$ cat src/hw/rtl/sfc_pkg.sv
`timescale 1ns / 1ps
`default_nettype none
// ----------------------------------------------------------------------------
// Screen fade compositor package
// Shared types and constants for the fade table cells, divider and top level.
// ----------------------------------------------------------------------------
package sfc_pkg;

	localparam int MAX_FADES_DEF = 16;
	localparam logic [15:0] EXTEND_RST = 16'd51;

	localparam int DIV_W  = 24;
	localparam int DIV_VW = 16;
	localparam int DIV_CW = 5;

	localparam int FL_IN    = 0;
	localparam int FL_OUT   = 1;
	localparam int FL_MOD   = 2;
	localparam int FL_STAY  = 3;
	localparam int FL_PURGE = 4;

	typedef enum logic [1:0] {
		ACT_ADD   = 2'd0,
		ACT_EVAL  = 2'd1,
		ACT_CLR_S = 2'd2,
		ACT_CLR_A = 2'd3
	} action_t;

	typedef struct packed {
		logic [7:0]  alpha;
		logic [7:0]  blue;
		logic [7:0]  green;
		logic [7:0]  red;
		logic [4:0]  mode;
		logic [15:0] span;
		logic [32:0] t_end;
		logic [32:0] t_rst;
	} fade_t;

endpackage
`default_nettype wire

$ cat src/hw/rtl/screen_fade_compositor_top.sv
`timescale 1ns / 1ps
`default_nettype none
// ----------------------------------------------------------------------------
// Screen fade compositor
// Fade table kept in a chain of cells, combined into one screen color.
// ----------------------------------------------------------------------------
// The input channel takes one word per command (add, evaluate, clear stay-out,
// clear all); each word yields exactly one result word on the output channel.
// in_stall is high while a word is being worked on. A clear stay-out or
// evaluate walks the table through the cell chain, one fade per cycle except
// while an evaluate waits on a division; an evaluate divides once for each
// ramping fade whose alpha needs a division and, if any fade is kept, once for
// each of the three color means, all on one serial divider.
// The result sits in an output register; a stalled result holds there and the
// next word is still accepted, but its result waits until the register frees.
// stayout_extend is written through cfg_we/cfg_wdata; the user must write it
// only while the block is idle, which the block itself does not enforce.
// Reset empties the table and sets stayout_extend to 51.
// ----------------------------------------------------------------------------
module screen_fade_compositor_top #(
	parameter int MAX_FADES = sfc_pkg::MAX_FADES_DEF,
	parameter int CW = $clog2(MAX_FADES + 1)
) (
	input  wire logic          clk,
	input  wire logic          arst_n,
	input  wire logic          in_valid,
	output logic               in_stall,
	input  wire logic [1:0]    action,
	input  wire logic [31:0]   now,
	input  wire logic [15:0]   fade_length,
	input  wire logic [15:0]   hold_length,
	input  wire logic [7:0]    red_in,
	input  wire logic [7:0]    green_in,
	input  wire logic [7:0]    blue_in,
	input  wire logic [7:0]    alpha_in,
	input  wire logic [4:0]    mode_flags,
	output logic               out_valid,
	input  wire logic          out_stall,
	output logic [7:0]         out_red,
	output logic [7:0]         out_green,
	output logic [7:0]         out_blue,
	output logic [7:0]         out_alpha,
	output logic               out_modulate,
	output logic [CW-1:0]      active_count,
	output logic               status,
	input  wire logic          cfg_we,
	input  wire logic [15:0]   cfg_wdata
);

	localparam int IW = (MAX_FADES > 1) ? $clog2(MAX_FADES) : 1;
	localparam int SW = 8 + CW;

	typedef enum logic [6:0] {
		S_IDLE   = 7'b0000001,
		S_ADD    = 7'b0000010,
		S_SCAN   = 7'b0000100,
		S_DIVA   = 7'b0001000,
		S_MSTART = 7'b0010000,
		S_MWAIT  = 7'b0100000,
		S_DONE   = 7'b1000000
	} state_t;

	state_t state_q, state_d;

	logic [15:0]     ext_q;
	logic [CW-1:0]   cnt_q;
	logic [CW-1:0]   rem_q;
	logic [CW-1:0]   kept_q;
	logic [1:0]      ch_q;

	sfc_pkg::action_t act_q;
	logic [31:0]     now_q;
	logic [15:0]     len_q;
	logic [15:0]     hold_q;
	logic [31:0]     col_q;
	logic [4:0]      mode_q;

	logic [SW-1:0]   sum_q [3];
	logic [7:0]      mean_q [3];
	logic [7:0]      amax_q;
	logic            mod_q;
	logic            stat_q;
	logic [7:0]      ra_alpha_q;
	logic            ra_out_q;

	logic            ov_q;
	logic [7:0]      o_red_q, o_green_q, o_blue_q, o_alpha_q;
	logic            o_mod_q, o_stat_q;
	logic [CW-1:0]   o_cnt_q;

	sfc_pkg::fade_t  cells [MAX_FADES];
	sfc_pkg::fade_t  head, upd, bus;
	logic            bus_we, do_shift;
	logic [IW-1:0]   bus_idx;

	logic            accept, scan_step, keep, retire, ahead, need_div;
	logic [32:0]     now33, delta;
	logic [7:0]      direct;
	logic [CW-1:0]   cnt0, wr_pos;
	logic            add_full;
	logic            div_start, div_busy, div_done;
	logic [sfc_pkg::DIV_W-1:0]  div_dvd, div_quo;
	logic [sfc_pkg::DIV_VW-1:0] div_dvs;
	logic [7:0]      ramp;
	logic            out_free;

	assign accept    = in_valid && !in_stall;
	assign in_stall  = state_q != S_IDLE;
	assign now33     = {1'b0, now_q};
	assign scan_step = (state_q == S_SCAN) && (rem_q != '0);
	assign out_free  = !ov_q || !out_stall;

	assign head = cells[0];

	always_comb begin
		upd = head;
		if (act_q == sfc_pkg::ACT_EVAL && head.mode[sfc_pkg::FL_STAY]) begin
			upd.t_rst = now33 + 33'(ext_q);
		end
	end

	assign retire = (now33 > upd.t_rst) && (now33 > upd.t_end);
	assign keep   = (act_q == sfc_pkg::ACT_EVAL) ? !retire : !head.mode[sfc_pkg::FL_STAY];
	assign ahead  = upd.t_end > now33;
	assign delta  = upd.t_end - now33;

	always_comb begin
		need_div = 1'b0;
		direct   = 8'd0;
		if (upd.mode[sfc_pkg::FL_OUT:sfc_pkg::FL_IN] == 2'b00) begin
			direct = upd.alpha;
		end else if (!ahead || upd.span == 16'd0) begin
			direct = upd.mode[sfc_pkg::FL_OUT] ? upd.alpha : 8'd0;
		end else if (delta >= 33'(upd.span)) begin
			direct = upd.mode[sfc_pkg::FL_OUT] ? 8'd0 : upd.alpha;
		end else begin
			need_div = 1'b1;
		end
	end

	assign cnt0     = mode_q[sfc_pkg::FL_PURGE] ? '0 : cnt_q;
	assign add_full = cnt0 >= CW'(MAX_FADES);
	assign wr_pos   = rem_q - 1'b1 + kept_q;

	always_comb begin
		bus      = upd;
		bus_we   = 1'b0;
		bus_idx  = wr_pos[IW-1:0];
		do_shift = scan_step;
		if (state_q == S_ADD) begin
			bus.red   = col_q[7:0];
			bus.green = col_q[15:8];
			bus.blue  = col_q[23:16];
			bus.alpha = col_q[31:24];
			bus.mode  = mode_q;
			bus.span  = len_q;
			if (len_q == 16'd0) begin
				bus.t_end = '0;
				bus.t_rst = 33'(hold_q);
			end else if (mode_q[sfc_pkg::FL_OUT]) begin
				bus.t_end = now33 + 33'(len_q);
				bus.t_rst = now33 + 33'(len_q) + 33'(hold_q);
			end else begin
				bus.t_rst = now33 + 33'(hold_q);
				bus.t_end = now33 + 33'(hold_q) + 33'(len_q);
			end
			bus_we  = !add_full;
			bus_idx = cnt0[IW-1:0];
		end else if (scan_step) begin
			bus_we = keep;
		end
	end

	for (genvar i = 0; i < MAX_FADES; i++) begin : g_cell
		sfc_cell u_cell (
			.clk   (clk),
			.shift (do_shift),
			.load  (bus_we && bus_idx == IW'(i)),
			.nbr   ((i == MAX_FADES - 1) ? bus : cells[(i + 1) % MAX_FADES]),
			.bus   (bus),
			.entry (cells[i])
		);
	end

	always_comb begin
		div_start = 1'b0;
		div_dvd   = 24'(upd.alpha) * 24'(delta[15:0]);
		div_dvs   = upd.span;
		if (state_q == S_MSTART) begin
			div_start = 1'b1;
			div_dvd   = sfc_pkg::DIV_W'(sum_q[ch_q]);
			div_dvs   = sfc_pkg::DIV_VW'(cnt_q);
		end else if (scan_step && act_q == sfc_pkg::ACT_EVAL && keep && need_div) begin
			div_start = 1'b1;
		end
	end

	sfc_div u_div (
		.clk      (clk),
		.arst_n   (arst_n),
		.start    (div_start),
		.dividend (div_dvd),
		.divisor  (div_dvs),
		.busy     (div_busy),
		.done     (div_done),
		.quotient (div_quo)
	);

	assign ramp = ra_out_q ? ra_alpha_q - div_quo[7:0] : div_quo[7:0];

	always_comb begin
		state_d = state_q;
		unique case (state_q)
			S_IDLE: begin
				if (accept) begin
					priority if (sfc_pkg::action_t'(action) == sfc_pkg::ACT_ADD) begin
						state_d = S_ADD;
					end else if (sfc_pkg::action_t'(action) == sfc_pkg::ACT_CLR_A) begin
						state_d = S_DONE;
					end else begin
						state_d = S_SCAN;
					end
				end
			end
			S_ADD: state_d = S_DONE;
			S_SCAN: begin
				if (rem_q == '0) begin
					state_d = (act_q == sfc_pkg::ACT_EVAL && kept_q != '0) ? S_MSTART : S_DONE;
				end else if (div_start) begin
					state_d = S_DIVA;
				end
			end
			S_DIVA: begin
				if (div_done) begin
					state_d = S_SCAN;
				end
			end
			S_MSTART: state_d = S_MWAIT;
			S_MWAIT: begin
				if (div_done) begin
					state_d = (ch_q == 2'd2) ? S_DONE : S_MSTART;
				end
			end
			S_DONE: begin
				if (out_free) begin
					state_d = S_IDLE;
				end
			end
			default: state_d = S_IDLE;
		endcase
	end

	always_ff @(posedge clk or negedge arst_n) begin
		if (!arst_n) begin
			state_q <= S_IDLE;
			ext_q   <= sfc_pkg::EXTEND_RST;
			cnt_q   <= '0;
			rem_q   <= '0;
			kept_q  <= '0;
			ch_q    <= '0;
			ov_q    <= 1'b0;
		end else begin
			state_q <= state_d;
			if (cfg_we) begin
				ext_q <= cfg_wdata;
			end
			if (accept) begin
				rem_q  <= cnt_q;
				kept_q <= '0;
				ch_q   <= '0;
				if (sfc_pkg::action_t'(action) == sfc_pkg::ACT_CLR_A) begin
					cnt_q <= '0;
				end
			end
			if (state_q == S_ADD) begin
				cnt_q <= add_full ? cnt0 : cnt0 + 1'b1;
			end
			if (scan_step) begin
				rem_q  <= rem_q - 1'b1;
				kept_q <= kept_q + CW'(keep);
			end
			if (state_q == S_SCAN && rem_q == '0) begin
				cnt_q <= kept_q;
			end
			if (state_q == S_MWAIT && div_done) begin
				ch_q <= ch_q + 1'b1;
			end
			if (state_q == S_DONE && out_free) begin
				ov_q <= 1'b1;
			end else if (!out_stall) begin
				ov_q <= 1'b0;
			end
		end
	end

	always_ff @(posedge clk) begin
		if (accept) begin
			act_q    <= sfc_pkg::action_t'(action);
			now_q    <= now;
			len_q    <= fade_length;
			hold_q   <= hold_length;
			col_q    <= {alpha_in, blue_in, green_in, red_in};
			mode_q   <= mode_flags;
			sum_q[0] <= '0;
			sum_q[1] <= '0;
			sum_q[2] <= '0;
			mean_q[0] <= '0;
			mean_q[1] <= '0;
			mean_q[2] <= '0;
			amax_q   <= '0;
			mod_q    <= 1'b0;
			stat_q   <= 1'b0;
		end
		if (state_q == S_ADD) begin
			stat_q <= add_full;
		end
		if (scan_step && act_q == sfc_pkg::ACT_EVAL && keep) begin
			sum_q[0] <= sum_q[0] + SW'(upd.red);
			sum_q[1] <= sum_q[1] + SW'(upd.green);
			sum_q[2] <= sum_q[2] + SW'(upd.blue);
			if (upd.mode[sfc_pkg::FL_MOD]) begin
				mod_q <= 1'b1;
			end
			if (!need_div && direct > amax_q) begin
				amax_q <= direct;
			end
			ra_alpha_q <= upd.alpha;
			ra_out_q   <= upd.mode[sfc_pkg::FL_OUT];
		end
		if (state_q == S_DIVA && div_done && ramp > amax_q) begin
			amax_q <= ramp;
		end
		if (state_q == S_MWAIT && div_done) begin
			mean_q[ch_q] <= div_quo[7:0];
		end
		if (state_q == S_DONE && out_free) begin
			o_red_q   <= mean_q[0];
			o_green_q <= mean_q[1];
			o_blue_q  <= mean_q[2];
			o_alpha_q <= amax_q;
			o_mod_q   <= mod_q;
			o_stat_q  <= stat_q;
			o_cnt_q   <= cnt_q;
		end
	end

	assign out_valid    = ov_q;
	assign out_red      = o_red_q;
	assign out_green    = o_green_q;
	assign out_blue     = o_blue_q;
	assign out_alpha    = o_alpha_q;
	assign out_modulate = o_mod_q;
	assign active_count = o_cnt_q;
	assign status       = o_stat_q;

	a_cnt_bound: assert property (@(posedge clk) disable iff (!arst_n)
		cnt_q <= CW'(MAX_FADES))
		else $error("fade count exceeds table size");

	a_scan_bound: assert property (@(posedge clk) disable iff (!arst_n)
		(state_q == S_SCAN) |-> (rem_q + kept_q <= CW'(MAX_FADES)))
		else $error("scan pointers exceed table size");

	a_full_status: assert property (@(posedge clk) disable iff (!arst_n)
		(out_valid && status) |-> (active_count == CW'(MAX_FADES)))
		else $error("add dropped while table not full");

	a_div_idle: assert property (@(posedge clk) disable iff (!arst_n)
		div_start |-> !div_busy)
		else $error("divider started while busy");

endmodule
`default_nettype wire

$ cat src/hw/rtl/sfc_cell.sv
`timescale 1ns / 1ps
`default_nettype none
// ----------------------------------------------------------------------------
// Fade table cell
// Holds one fade; shifts in its upper neighbor or loads from the write bus.
// ----------------------------------------------------------------------------
module sfc_cell (
	input  wire logic          clk,
	input  wire logic          shift,
	input  wire logic          load,
	input  wire sfc_pkg::fade_t nbr,
	input  wire sfc_pkg::fade_t bus,
	output sfc_pkg::fade_t     entry
);

	sfc_pkg::fade_t entry_q;

	always_ff @(posedge clk) begin
		if (load) begin
			entry_q <= bus;
		end else if (shift) begin
			entry_q <= nbr;
		end
	end

	assign entry = entry_q;

endmodule
`default_nettype wire

$ cat src/hw/rtl/sfc_div.sv
`timescale 1ns / 1ps
`default_nettype none
// ----------------------------------------------------------------------------
// Serial divider
// Restoring unsigned divider producing one quotient bit per cycle.
// ----------------------------------------------------------------------------
module sfc_div (
	input  wire logic                         clk,
	input  wire logic                         arst_n,
	input  wire logic                         start,
	input  wire logic [sfc_pkg::DIV_W-1:0]    dividend,
	input  wire logic [sfc_pkg::DIV_VW-1:0]   divisor,
	output logic                              busy,
	output logic                              done,
	output logic [sfc_pkg::DIV_W-1:0]         quotient
);

	logic                          busy_q;
	logic                          done_q;
	logic [sfc_pkg::DIV_CW-1:0]    cnt_q;
	logic [sfc_pkg::DIV_W-1:0]     quo_q;
	logic [sfc_pkg::DIV_VW-1:0]    rem_q;
	logic [sfc_pkg::DIV_VW-1:0]    dvs_q;
	logic [sfc_pkg::DIV_VW:0]      trial;
	logic                          fits;

	assign trial = {rem_q, quo_q[sfc_pkg::DIV_W-1]};
	assign fits  = trial >= {1'b0, dvs_q};

	always_ff @(posedge clk or negedge arst_n) begin
		if (!arst_n) begin
			busy_q <= 1'b0;
			done_q <= 1'b0;
			cnt_q  <= '0;
		end else begin
			done_q <= 1'b0;
			if (start) begin
				busy_q <= 1'b1;
				cnt_q  <= sfc_pkg::DIV_CW'(sfc_pkg::DIV_W);
			end else if (busy_q) begin
				cnt_q <= cnt_q - 1'b1;
				if (cnt_q == sfc_pkg::DIV_CW'(1)) begin
					busy_q <= 1'b0;
					done_q <= 1'b1;
				end
			end
		end
	end

	always_ff @(posedge clk) begin
		if (start) begin
			quo_q <= dividend;
			rem_q <= '0;
			dvs_q <= divisor;
		end else if (busy_q) begin
			rem_q <= fits ? sfc_pkg::DIV_VW'(trial - {1'b0, dvs_q})
			              : sfc_pkg::DIV_VW'(trial);
			quo_q <= {quo_q[sfc_pkg::DIV_W-2:0], fits};
		end
	end

	assign busy     = busy_q;
	assign done     = done_q;
	assign quotient = quo_q;

endmodule
`default_nettype wire

$ cat config.mk
export PLATFORM = sky130hd
export DESIGN_NAME = screen_fade_compositor_top
export DESIGN_NICKNAME = d
export VERILOG_FILES = /design/src/hw/rtl/sfc_pkg.sv /design/src/hw/rtl/screen_fade_compositor_top.sv /design/src/hw/rtl/sfc_cell.sv /design/src/hw/rtl/sfc_div.sv
export SDC_FILE = /design/constraint.sdc
export NUM_CORES = 2
export LEC_CHECK = 0
export BUFFER_PORTS_ARGS = -buffer_cell sky130_fd_sc_hd__buf_2
export CAP_MARGIN = 10
export CORE_MARGIN = 2
export CORE_UTILIZATION = 35
export CTS_CLUSTER_DIAMETER = 50
export DETAILED_ROUTE_END_ITERATION = 16
export MAX_ROUTING_LAYER = met4
export PLACE_DENSITY = 0.52
export SETUP_SLACK_MARGIN = 0.1
export SLEW_MARGIN = 0
export SYNTH_ARGS = -nofsm -noshare
export SYNTH_HDL_FRONTEND = slang
export SYNTH_HIERARCHICAL = 1
export SYNTH_SLANG_ARGS = --single-unit
$ cat constraint.sdc
create_clock -name clk -period 7.55 [get_ports clk]
set_clock_uncertainty 0.1 [all_clocks]
set_input_delay 0.3775 -clock clk [delete_from_list [all_inputs] [get_ports clk]]
set_output_delay 0.3775 -clock clk [all_outputs]
set_load 0.02 [all_outputs]
# ---- After elaboration in Yosys (flattened, before gate mapping)
# Memories as Yosys holds them, arrays and structs flattened. A register that Yosys moved wholly into a read port is not among the register bits.
# Cells that the tools add are included.
dict set report totals {
  memories 2
  elab_cells 404
  regBits 2145
  mem_bits_rw 63
  output_inout_bits 41
}
# name depth word_bits rd rd_ports_with_merged_regs write_ports line_no
set mem_list {}
lappend mem_list {sum_q 3 13 4 0 3 screen_fade_compositor_top.sv:78} ;# logic [SW-1:0] sum_q [3];
lappend mem_list {mean_q 3 8 3 3 3 screen_fade_compositor_top.sv:79} ;# logic [7:0] mean_q [3];
dict set report op_classes {
  eq_ne 33
  mux 110
  add_sub_neg 17
  reduce_logical 73
  magnitude_cmp 8
  mul 1
  bitwise 3
}
# cell n
set op_table {}
lappend op_table {{two-way mux 119 bit} 33}
lappend op_table {{two-way mux 66 bit} 2}
lappend op_table {{adder 32 x 16 -> 33 bit} 3}
lappend op_table {{two-way mux 8 bit} 11}
lappend op_table {{two-way mux 24 bit} 3}
lappend op_table {{two-way mux 7 bit} 10}
lappend op_table {{adder 33 x 16 -> 33 bit} 2}
lappend op_table {{greater-than comparator 32 x 33 -> 1 bit} 2}
lappend op_table {{two-way mux 5 bit} 13}
lappend op_table {{case mux 7 bit (7 select lines)} 1}
lappend op_table {{nonzero test 2 bit} 20}
lappend op_table {{adder 13 x 8 -> 13 bit} 3}
lappend op_table {{two-way mux 13 bit} 3}
lappend op_table {{greater-or-equal comparator 33 x 16 -> 1 bit} 1}
lappend op_table {{greater-than comparator 33 x 32 -> 1 bit} 1}
lappend op_table {{two-way mux 33 bit} 1}
lappend op_table {{subtractor 33 x 32 -> 33 bit} 1}
lappend op_table {{equality test 4 bit, second input constant} 8}
lappend op_table {{zero test 16 bit} 2}
lappend op_table {{logical AND 1 bit} 30}
lappend op_table {{two-way mux 1 bit} 28}
lappend op_table {{multiplier 8 x 16 -> 24 bit} 1}
lappend op_table {{greater-or-equal comparator 17 x 16 -> 1 bit} 1}
lappend op_table {{equality test 4 x 3 -> 1 bit, second input constant} 4}
lappend op_table {{39 further kinds} 61}

# ---- Depth between registers and ports, before layout
dict set report depth {
  ltp_word 14
  mapped_depth 36
}

# ---- Modules after synthesis
# The synthesis kept the hierarchy.
# module cells_per_inst area_per_inst_um2 n_inst
set by_module_without_submodules {}
lappend by_module_without_submodules {sfc_cell 252 5053.6 16}
lappend by_module_without_submodules {screen_fade_compositor_top 3148 27023.4 1}
lappend by_module_without_submodules {sfc_div 300 3439.5 1}

# ---- Least setup slack after synthesis
# No wires, ideal clock.
dict set report synth_path {
  path_type {register -> register}
  startpoint {register now_q[1]}
  endpoint {register amax_q[0]}
  setup_ps 60
  n_path_buf 0
  t_arrival_ps 7240
  synth_period_minus_slack_ps 7401
  setup_slack_ps 149
  t_required_ps 7390
  path_stages_with_launch 36
  path_cell_list {edfxtp_1 -> inv_1 -> ha_1 -> nor2b_1 -> o31a_1 -> o31a_1 -> a21oi_1 -> nor2b_1 -> o21ai_0 -> nand2b_1 -> a21o_1 -> a21oi_1 -> xnor2_1 -> ha_1 -> nand4_1 -> nor2_1 -> or4_1 -> nor4b_2 -> and4b_1 -> and4_1 -> nand4_1 -> or4b_4 -> o21ai_0 -> a22o_2 -> nor2_1 -> ha_1 -> nor2b_1 -> o21a_1 -> o21a_1 -> o21ai_0 -> nand2b_1 -> a21oi_1 -> o21ai_0 -> and3_1 -> a21oi_1 -> a221o_1}
}
dict set report synth_between {
  elab_chain_cells 10
  elab_cells_between_ends 25
}
# element line_no
set synth_lines {}
lappend synth_lines {{from (decl)} screen_fade_compositor_top.sv:72} ;# logic [31:0] now_q;
lappend synth_lines {{from (signal assigned)} screen_fade_compositor_top.sv:299} ;# now_q <= now;
lappend synth_lines {{subtractor 33 x 32 -> 33 bit or greater-than comparator 33 x 32 -> 1 bit (tied branches)} {screen_fade_compositor_top.sv:125, screen_fade_compositor_top.sv:124}}
lappend synth_lines {{greater-or-equal comparator 33 x 16 -> 1 bit or zero test 1 bit (tied branches)} {screen_fade_compositor_top.sv:134, screen_fade_compositor_top.sv:132}}
lappend synth_lines {{two-way mux 8 bit (tied with other cells)} screen_fade_compositor_top.sv:134} ;# end else if (delta >= 33'(upd.span)) begin
lappend synth_lines {{two-way mux 8 bit or two-way mux 1 bit (tied branches)} screen_fade_compositor_top.sv:132} ;# end else if (!ahead || upd.span == 16'd0) begin
lappend synth_lines {{two-way mux 8 bit or two-way mux 1 bit (tied branches)} screen_fade_compositor_top.sv:130} ;# if (upd.mode[sfc_pkg::FL_OUT:sfc_pkg::FL_IN] == 2'b00) begin
lappend synth_lines {{greater-than comparator 8 bit or zero test 1 bit (tied branches)} screen_fade_compositor_top.sv:324} ;# if (!need_div && direct > amax_q) begin
lappend synth_lines {{logical AND 1 bit} screen_fade_compositor_top.sv:324}
lappend synth_lines {{two-way mux 8 bit} screen_fade_compositor_top.sv:324}
lappend synth_lines {{two-way mux 8 bit *} screen_fade_compositor_top.sv:317} ;# if (scan_step && act_q == sfc_pkg::ACT_EVAL && keep) begin
lappend synth_lines {{two-way mux 8 bit *} screen_fade_compositor_top.sv:330} ;# if (state_q == S_DIVA && div_done && ramp > amax_q) begin
lappend synth_lines {{to (signal assigned)} screen_fade_compositor_top.sv:325} ;# amax_q <= direct;
lappend synth_lines {{to (signal assigned)} screen_fade_compositor_top.sv:331} ;# amax_q <= ramp;
lappend synth_lines {{to (decl)} screen_fade_compositor_top.sv:80} ;# logic [7:0] amax_q;
# Mark *: on every way between the ends. The rest lies on a longest branch, timed or not.
# A chain may end at the register's enable or synchronous reset.

# ---- Final worst setup path
dict set report layout_path {
  startpoint {register now_q[1]}
  endpoint {register u_div.quo_q, in the netlist u_div/quotient[23], data pin}
}
dict set report layout_between {
  elab_cells_between_ends 22
}
# element line_no
set layout_lines {}
lappend layout_lines {{subtractor 33 x 32 -> 33 bit} screen_fade_compositor_top.sv:125} ;# assign delta = upd.t_end - now33;
lappend layout_lines {{multiplier 8 x 16 -> 24 bit} screen_fade_compositor_top.sv:187} ;# div_dvd = 24'(upd.alpha) * 24'(delta[15:0]);
lappend layout_lines {{two-way mux 24 bit} screen_fade_compositor_top.sv:189} ;# if (state_q == S_MSTART) begin
lappend layout_lines {{named net div_dvd, one bit} screen_fade_compositor_top.sv:102} ;# logic [sfc_pkg::DIV_W-1:0] div_dvd, div_quo;
lappend layout_lines {{two-way mux 24 bit} sfc_div.sv:51} ;# if (start) begin
lappend layout_lines {{to (signal assigned)} sfc_div.sv:52} ;# quo_q <= dividend;
lappend layout_lines {{to (signal assigned)} sfc_div.sv:58} ;# quo_q <= {quo_q[sfc_pkg::DIV_W-2:0], fits};
lappend layout_lines {{to (decl)} sfc_div.sv:21} ;# logic [sfc_pkg::DIV_W-1:0] quo_q;
# The timed path passes the listed nets, and every way through them passes these cells.

==> impl_metrics.env <==
export IMPL_end_kind="flip-flop"
export IMPL_syn_area_per_cell_um2=14.9
export IMPL_grt_pass1_vias=67200
export IMPL_p_int_mw=30.7
export IMPL_die_h_um=566
export IMPL_wl_per_cell_um=24.5
export IMPL_p_sw_frac=0.343
export IMPL_core_mm2=0.315
export IMPL_rows=206
export IMPL_cp_startpoint="now_q[1]"
export IMPL_power_share_clock=0.310
export IMPL_clock_sinks=2216
export IMPL_grt_use_total=0.193
export IMPL_crit_required_ns=8.11
export IMPL_wl_met1_um=144000
export IMPL_slew_headroom=0.198
export IMPL_hold_class="in -> reg"
export IMPL_finish_instance_area_mm2=0.131
export IMPL_wl_met2_um=141000
export IMPL_tightest_slew_ns=1.20
export IMPL_final_nets=8678
export IMPL_cp_max_fo=8
export IMPL_sequentialPowerShare=0.342
export IMPL_hold_viol_final=0
export IMPL_cts_root_buf="clkbuf_16"
export IMPL_postRouteAntennaNets=0
export IMPL_start_util=0.352
export IMPL_port_buffer_count=164
export IMPL_fin_cells=12589
export IMPL_drt_iter0_markers=5015
export IMPL_arrival_ns=7.77
export IMPL_chipWidth_um=566
export IMPL_p_per_area_mw_per_mm2=357
export IMPL_drive_gt1_frac=0.375
export IMPL_syn_nets=7948
export IMPL_gp_congestion=0.950
export IMPL_wl_met3_um=13500
export IMPL_comb_power_share=0.348
export IMPL_min_period_ns=7.21
export IMPL_highest_layer="met4"
export IMPL_place_area_mm2=0.119
export IMPL_gr_total_overflow=0
export IMPL_areaGrowthSynthToFinish_pct=18.3
export IMPL_synth_cells=7445
export IMPL_power_leakage_nw=45.3
export IMPL_grt_pass1_wl_um=455000
export IMPL_route_detailed_drc=0
export IMPL_setup_viol=0
export IMPL_setup_tns_final_ns=0
export IMPL_dr_pass1_iters=8
export IMPL_placed_cells_incl_taps=11858
export IMPL_crit_path_start_kind="flip-flop"
export IMPL_clk_path_buf_depth=4
export IMPL_p_switching_mw=16.0
export IMPL_grt_max_degree=76
export IMPL_hold_path_startpoint="green_in[3]"
export IMPL_htree_levels=5
export IMPL_maxSlewViolCount=0
export IMPL_status="complete, no violations"
export IMPL_fmax_ghz=0.139
export IMPL_via_per_inst=5.17
export IMPL_cts_tree="done"
export IMPL_hpwl_um=217000
export IMPL_ir_drop_v=0.000438
export IMPL_max_cap_violations=0
export IMPL_cts_reportedPaths_clkPinSlew_ns=0.06
export IMPL_antenna_found_initial=23
export IMPL_period_share=0.955
export IMPL_clk_latency_ns=0.93
export IMPL_io_pins=165
export IMPL_dieArea_mm2=0.321
export IMPL_rsz0062_at_grt="true"
export IMPL_vias=65062
export IMPL_setup_worst_path_class="reg -> reg"
export IMPL_syn_cell_area_mm2=0.111
export IMPL_routed_wl_um=308000
export IMPL_yosys_warnings=6
export IMPL_rr_startpoint="now_q[1]"
export IMPL_cts_buffers=307
[power by group through the flow]
stage          clock network, mW  logic (mW)  registers, mW
2_1_floorplan                  0        11.0           16.0
3_3_place_gp                   0        15.8           16.2
3_5_place_dp                   0        15.9           16.2
4_1_cts                     14.9        16.1           16.0
5_1_grt                     15.4        18.0           16.1
6_report                    14.5        16.3           16.0
[final cells by class]
class,instances,area (um^2)
multi-input cells,4629,41400
inverters,261,985
well taps,4160,5200
repair buffers,760,6910
clock buffers,352,7980
fillers,28473,184000
diodes,13,32.5
flip-flops and latches,2216,66100
clock inverters,198,2290
[layer usage]
metal | track usage | vias to the layer above
met5 | - | -
met4 | 0.0638 | 0
met3 | 0.0229 | 462
met2 | 0.297 | 1614
met1 | 0.264 | 33176
li1 | - | 29810
[placed cells by master (no fill, tap or decap), types with 42 or more instances in the layout]
cell type	n
a211oi_1	50
ha_1	282
dlygate4sd3_1	151
xor2_1	56
buf_12	85
a21oi_1	188
o21a_1	42
clkbuf_16	316
fa_1	96
xnor2_1	157
a21o_1	77
nand2_1	392
inv_1	257
buf_4	338
mux2_2	1930
nand4_1	50
edfxtp_1	2143
nor2b_1	47
buf_2	163
and2_1	64
nor2_1	284
o21ai_0	195
dfrtp_1	43
nand3_1	68
and3_1	47
nor3_1	60
[per-stage QoR]
step	total power, mW	worst slack, ns	utilization	hold WS [ns]
after global placement	32.0	-0.208	0.377	0.181
after global routing	49.4	0.0562	0.416	0.0533
after CTS	47.0	0.0841	0.414	0.000375
after detailed placement	32.1	-0.0365	0.377	0.181
after floorplan	27.0	0.149	-	-0.0181
final	46.7	0.339	0.416	0.0617
[timing repair]
| action | in CTS | in global routing |
|---|---|---|
| endpoints found under the hold margin | 196 | 0 |
| endpoints found under the setup margin | 468 | 3811 |
| cloned | 0 | 5 |
| pin swaps | 1 | 21 |
| hold buffers | 151 | 0 |
| resized for setup | 13 | 66 |
| buffers inserted | 4 | 8 |
[critical path, cell delays in order, from the launching register on]
cell	delay (ns)
edfxtp_1	0.38
inv_1	0.08
ha_1	0.24
nor2b_4	0.13
o31a_1	0.26
o31a_1	0.33
buf_4	0.17
o21a_1	0.16
nor2_1	0.17
xnor2_2	0.16
buf_6	0.18
and2_1	0.16
fa_1	0.48
inv_1	0.05
fa_1	0.46
fa_1	0.55
inv_1	0.05
fa_1	0.48
ha_1	0.26
o41a_1	0.46
a41o_1	0.29
o41a_1	0.38
nand3_1	0.15
a31oi_1	0.13
a31oi_1	0.22
xnor2_1	0.14
nor2_1	0.07
mux2_2	0.27
[flip-flops by register name (all words and copies together) (netlist names), 16 cells and up]
| signal | flops |
|---|---|
| col_q | 32 |
| sum_q | 39 |
| len_q | 16 |
| mean_q | 24 |
| hold_q | 16 |
| now_q | 32 |
| u_div/dvs_q | 16 |
| u_div/quotient | 24 |
| ext_q | 16 |
| u_div/rem_q | 16 |
| g_cell.u_cell/entry | 1888 |
[final timing paths]
kind / slack, ns / cells past startpoint / endpoint
worst max-delay path: 0.34 / 27 / u_div/quotient[23]
worst min-delay path: 0.06 / 2 / col_q[11]
worst max register to register: 0.34 / 27 / u_div/quotient[23]
worst min register to register: 0.31 / 0 / status
max in group asynchronous: 5.44 / 4 / state_q[5]
min in group asynchronous: 0.59 / 3 / state_q[0]
Note: power is estimated with default switching activity, not from simulation.
